## config.mk

```make
export PLATFORM = sky130hd
export DESIGN_NAME = sspq_cell
export DESIGN_NICKNAME = d
export VERILOG_FILES = /design/src/design/stable_sorted_priority_queue_top_defines.svh /design/src/design/sspq_pkg.sv /design/src/design/sspq_cell.sv
export SDC_FILE = /design/constraint.sdc
export NUM_CORES = 1
export LEC_CHECK = 0
export BUFFER_PORTS_ARGS = -buffer_cell sky130_fd_sc_hd__buf_2
export CORE_AREA = 2 2 128 130
export CTS_CLUSTER_DIAMETER = 50
export DETAILED_ROUTE_END_ITERATION = 16
export DIE_AREA = 0 0 130 132
export REMOVE_ABC_BUFFERS = 1
export SYNTH_ARGS = -nofsm -noshare
export SYNTH_HDL_FRONTEND = slang
export SYNTH_SLANG_ARGS = --single-unit
```

## constraint.sdc

```tcl
create_clock -name aclk -period 6.4 [get_ports aclk]
set_clock_uncertainty 0.2 [all_clocks]
set_input_delay 0.32 -clock aclk [delete_from_list [all_inputs] [get_ports aclk]]
set_output_delay 0.32 -clock aclk [all_outputs]
set_load 0.02 [all_outputs]
```

## src/design/stable_sorted_priority_queue_top_defines.svh

```systemverilog
// Assertion macros for the stable sorted priority queue.
// Both sample on aclk and are switched off while aresetn is low.
`ifndef STABLE_SORTED_PRIORITY_QUEUE_TOP_DEFINES_SVH
`define STABLE_SORTED_PRIORITY_QUEUE_TOP_DEFINES_SVH

// The consequent must hold in the same cycle as the antecedent.
`define SSPQ_ASSERT_SAME(lbl, ante, cons, msg) \
    lbl: assert property (@(posedge aclk) disable iff (!aresetn) (ante) |-> (cons)) \
        else $error(msg);

// The consequent must hold in the cycle after the antecedent.
`define SSPQ_ASSERT_NEXT(lbl, ante, cons, msg) \
    lbl: assert property (@(posedge aclk) disable iff (!aresetn) (ante) |=> (cons)) \
        else $error(msg);

`endif

```

## src/design/sspq_pkg.sv

```systemverilog
`default_nettype none

package sspq_pkg;

    // Result status codes.
    typedef enum logic [1:0] {
        ST_INSERTED = 2'd0,
        ST_FULL     = 2'd1,
        ST_SERVED   = 2'd2,
        ST_EMPTY    = 2'd3
    } status_t;

    // Request kinds.
    typedef enum logic {
        CMD_INSERT = 1'b0,
        CMD_SERVE  = 1'b1
    } command_t;

    localparam int PRIO_W = 8;
    localparam int NAME_LOW_W = 64;
    localparam int NAME_HIGH_W = 8;
    localparam int OCC_W = 8;

    // One stored entry: priority and opaque payload.
    typedef struct packed {
        logic [NAME_HIGH_W-1:0] name_high;
        logic [NAME_LOW_W-1:0]  name_low;
        logic [PRIO_W-1:0]      prio;
    } entry_t;

    // Moves broadcast to every cell of the chain.
    typedef struct packed {
        logic insert;
        logic serve;
    } chain_ctrl_t;

endpackage

`default_nettype wire

```

## src/design/sspq_cell.sv

```systemverilog
`default_nettype none

module sspq_cell (
    input  wire logic                  aclk,
    input  wire sspq_pkg::chain_ctrl_t ctrl,
    input  wire logic                  occupied,
    input  wire sspq_pkg::entry_t      new_entry,
    input  wire sspq_pkg::entry_t      left_entry,
    input  wire sspq_pkg::entry_t      right_entry,
    input  wire logic                  left_gt,
    output sspq_pkg::entry_t           entry,
    output logic                       gt
);

    sspq_pkg::entry_t entry_reg;
    sspq_pkg::entry_t entry_next;

    // This cell holds an entry that must move behind the new one.
    assign gt    = occupied && (entry_reg.prio > new_entry.prio);
    assign entry = entry_reg;

    // On insert, cells past the slot take their left neighbor and the first
    // cell that is greater or free takes the new entry. On serve, all shift left.
    always_comb begin
        entry_next = entry_reg;
        priority if (ctrl.insert) begin
            if (left_gt) begin
                entry_next = left_entry;
            end else if (gt || !occupied) begin
                entry_next = new_entry;
            end
        end else if (ctrl.serve) begin
            entry_next = right_entry;
        end
    end

    always_ff @(posedge aclk) begin
        entry_reg <= entry_next;
    end

endmodule

`default_nettype wire

```

## Word-level counts from Yosys, hierarchy flattened

Index checks and enable logic that the tools add are counted.

| storage, ports and cells | value |
|---|---|
| output and inout bits | 81 |
| register bits after elaboration | 80 |
| input port bits | 245 |
| logic and storage cells | 14 |

| cells by class | value |
|---|---|
| reduce and logical (&&, ||, !) cells | 5 |
| mux-type cells | 4 |
| equal/unequal tests | 1 |
| magnitude comparators | 1 |

Operators with widths:

| kind | count |
|---|---|
| 80-bit 2-to-1 mux | 4 |
| 8-bit greater-than comparator | 1 |
| 3-bit by 1-bit != test with 1-bit output (second input constant) | 1 |
| 2-bit AND reduction | 1 |
| 2-bit nonzero test | 1 |
| 1-bit logical AND | 1 |
| 1-bit logical NOT | 1 |
| 1-bit logical OR | 1 |

## Depth between registers and ports, before layout

| depth | value |
|---|---|
| depth in word-level cells | 6 |
| mapped depth | 6 |
| depth with buffers taken out | 6 |

## Worst setup path before layout

No wires, ideal clock.

| path | value |
|---|---|
| kind | reg2reg |
| start point | reg entry_reg (netlist bit entry[7]) |
| end point | reg entry_reg (netlist bit entry[0]), enable pin |
| path buffers | 0 |
| cell stages (with the launch flop) | 6 |
| setup time | 0.452 ns |
| setup slack | 2.352 ns |
| required time | 5.748 ns |
| clock period less this slack | 4.048 ns |
| arrival | 3.396 ns |
| cell sequence | edfxtp_1 -> ha_1 -> and4_1 -> and4_1 -> a31oi_1 -> o32a_1 |

| between the ends | value |
|---|---|
| word-level cells in the longest chain between the ends | 5 |

RTL lines:

| item | line | RTL |
|---|---|---|
| from (decl) | sspq_cell.sv:15 | `sspq_pkg::entry_t entry_reg;` |
| from (signal assigned) | sspq_cell.sv:38 | `entry_reg <= entry_next;` |
| 8-bit greater-than comparator | sspq_cell.sv:19 | `assign gt = occupied && (entry_reg.prio > new_entry.prio);` |
| 1-bit logical AND | sspq_cell.sv:19 |  |
| 1-bit logical OR | sspq_cell.sv:29 | `end else if (gt \|\| !occupied) begin` |
| 3-bit by 1-bit != test with 1-bit output (no line) | - |  |
| 2-bit AND reduction (no line) | - |  |

Every way passes these cells.
A chain may end at the register's enable or synchronous reset.

## Final worst setup path

| path | value |
|---|---|
| start point | reg entry_reg (netlist bit entry[7]) |
| end point | reg entry_reg (netlist bit entry[21]), enable pin |

Same word-level chain as after synthesis.

==> metrics.cfg <==
[outcome]
status = finished, final reports clean

[setup_path]
worstSetupPathType = flip-flop to flip-flop
crit_path_top_delay_cell = o32a_2
cp.required_ns = 6.17
crit_path_max_fanout = 43
end_kind = flip-flop
cp_num_buf_inv = 1
cp.arrival_ns = 3.09
cpMostUsedCell = and4_1
critical_path.cell_chain = ha_1 > and4_1 > and4_1 > a31oi_1 > o32a_2 > buf_4
max_stage_delay_ns = 0.79
crit_family = compound AO/OA/AOI/OAI gates
cp-start-kind = flip-flop

[sta]
setup_viol = 0
fin_crit_sh = 0.5186
hold_viol_final = 0
maxSlewHeadroom = 0.3897
max_slew.worst_pin.slew_ns = 0.9155
fin_setup_tns_ns = 0
rsz0062_at_grt = no
slew_violations = 0
period_needed_ns = 3.319
fmax_mhz = 301.3

[clock_tree]
cts_max_path_buffers = 2
holdBufCountCts = 0
clkSinkCount = 80
clkLatencyLatePin_ns = 0.33
cts-resized-gates = 0
cts_setup_buffers = 0
cts-root-buf = clkbuf_16
cts_buffers = 9
cts_tree = yes
cts.clk_slew.worst_paths_ns = 0.06
htreeDepth = 3

[logic_synthesis]
syn_area_per_cell_um2 = 11.33
yosysWarnings = 0
yosysUniqueCellTypes = 18
syn_area_mm2 = 0.004273
syn_inst = 377
ys_seq_elements = 80
ys_seq_area_frac = 0.5622

[power]
power_frac_seq = 0.417
total_leakage_power_nw = 3.117
intPower_w = 0.001165
p_switching_w = 0.0004111
clkPwrFrac = 0.371
pwr-share-comb = 0.212
ir_drop_mv = 0.1001
powerDensity_mw_per_mm2 = 246.1
p_sw_frac = 0.2609

[floorplan]
rows = 46
die_height_um = 132
core_mm2 = 0.01571
start_util = 0.2719
dieArea_mm2 = 0.01716
io-pin-count = 326
dieWidth_um = 130

[layout]
final_cell_area_mm2 = 0.006402
diodes = 0
largest_register_ffs = 80
area_delta_synth_final_pct = 49.84
nNetsFinal = 943
drive_above_1_share = 0.4978
fin_cells = 911

[min_path]
hold_class = primary input to flip-flop

[drt]
drc_errors = 0
via_per_inst = 4.329
drt_first_pass_iters = 5
drt_iter0_drc = 134
wl_per_cell_um = 13.91
wirelength_mm = 12.67
vias = 3944
ant_nets = 0

[global_routing]
grt_max_degree = 81
grt_pass1_wl_mm = 19.08
grt_pass1_vias = 3875
track_usage = 0.1440
antenna_found_initial = 0
gr-total-overflow = 0

[placed_design]
hpwlAfterDp_mm = 10.17
place_area_mm2 = 0.006065
place_inst = 895
gp_congestion = 0.7644
io_buffers = 325

[job]
drv_cap = 0

==> worst register-to-register path: cells and delay by family, from the launching register on <==
kind	cells	cell delay, ns
simple gates	2	0.44
buf+inv	1	0.61
fa+ha+maj	1	0.32
flops	1	0.38
compound gates	2	0.97
==> path summary, 6_finish.rpt <==
check | start | end | slack, ns | cells past startpoint
hold / removal | right_entry[67] | entry[67]$_DFFE_PP_ | 0.1 | 3
setup / recovery | entry[7]$_DFFE_PP_ | entry[21]$_DFFE_PP_ | 3.08 | 6
hold reg to reg | entry[2]$_DFFE_PP_ | entry[1]$_DFFE_PP_ | 1.49 | 4
setup reg to reg | entry[7]$_DFFE_PP_ | entry[21]$_DFFE_PP_ | 3.08 | 6
==> cells in the mapped netlist (all sizes together) <==
cell type	number	share of area
mux2i	80	0.19
and4	2	0.0041
nor2b	1	0.0015
a21oi	82	0.096
o32a	1	0.0023
a31oi	1	0.0015
ha	8	0.023
edfxtp	80	0.56
nor2	80	0.070
inv	8	0.0070
clkbuf	11	0.0097
buf	16	0.023
a2bb2oi	1	0.0021
a21o	1	0.0018
nand2	2	0.0018
and2	2	0.0035
o2111ai	1	0.0021
==> logic make-up after synthesis <==
| group | after synthesis | synth area share |
|---|---|---|
| AO/OA/AOI/OAI | 87 | 0.1057 |
| adder cells (fa/ha/maj) | 8 | 0.02343 |
| buffers and inverters | 35 | 0.04012 |
| flip-flops | 80 | 0.5622 |
| multiplexers | 80 | 0.1874 |
| AND/OR/NAND/NOR | 87 | 0.08111 |
==> power by group through the flow <==
stage	sequential, W	combinational, W	clock (W)
2_1_floorplan	0.000741	0.0000891	0
4_1_cts	0.000659	0.000341	0.000602
5_1_grt	0.000663	0.000369	0.000625
6_report	0.000658	0.000334	0.000584
3_3_place_gp	0.000666	0.000338	0
3_5_place_dp	0.000669	0.000340	0
==> metal layers <==
metal  global-route usage  part of all wire  up-vias
met2               0.2603              0.51      187
met4              0.03704             0.010        0
met3              0.04708             0.093       12
li1                     -                 -     2011
met5                    0                 0        -
met1               0.1612              0.39     1734
==> layout by cell type (no fill, tap or decap), types with 3 or more instances in the layout <==
cell type,Yosys,routed
buf_2,8,323
a21oi_1,82,82
mux2i_1,80,80
nor2_1,80,80
edfxtp_1,80,80
clkbuf_16,0,9
inv_1,8,8
ha_1,8,8
buf_4,8,6
bufinv_16,0,3
==> final cells by class <==
cell class	instances	area [µm²]
Sequential cell	80	2402
Timing Repair Buffer	329	1662
Clock inverter	5	105.1
Inverter	8	30.03
Fill cell	1608	9310
Clock buffer	11	232.7
Tap cell	216	270.3
Multi-Input combinational cell	262	1700
==> through the flow <==
step	setup slack [ns]	util	power (W)	hold WS, ns
floorplan	2.352	-	0.0008303	0.3273
global placement	3.013	0.3860	0.001004	0.4379
detailed placement	2.955	0.3860	0.001010	0.4442
CTS	3.007	0.4075	0.001602	0.08276
global route	2.828	0.4075	0.001656	0.09164
finish	3.081	0.4075	0.001576	0.09519
No activity file was read; power rests on OpenSTA's default activity.
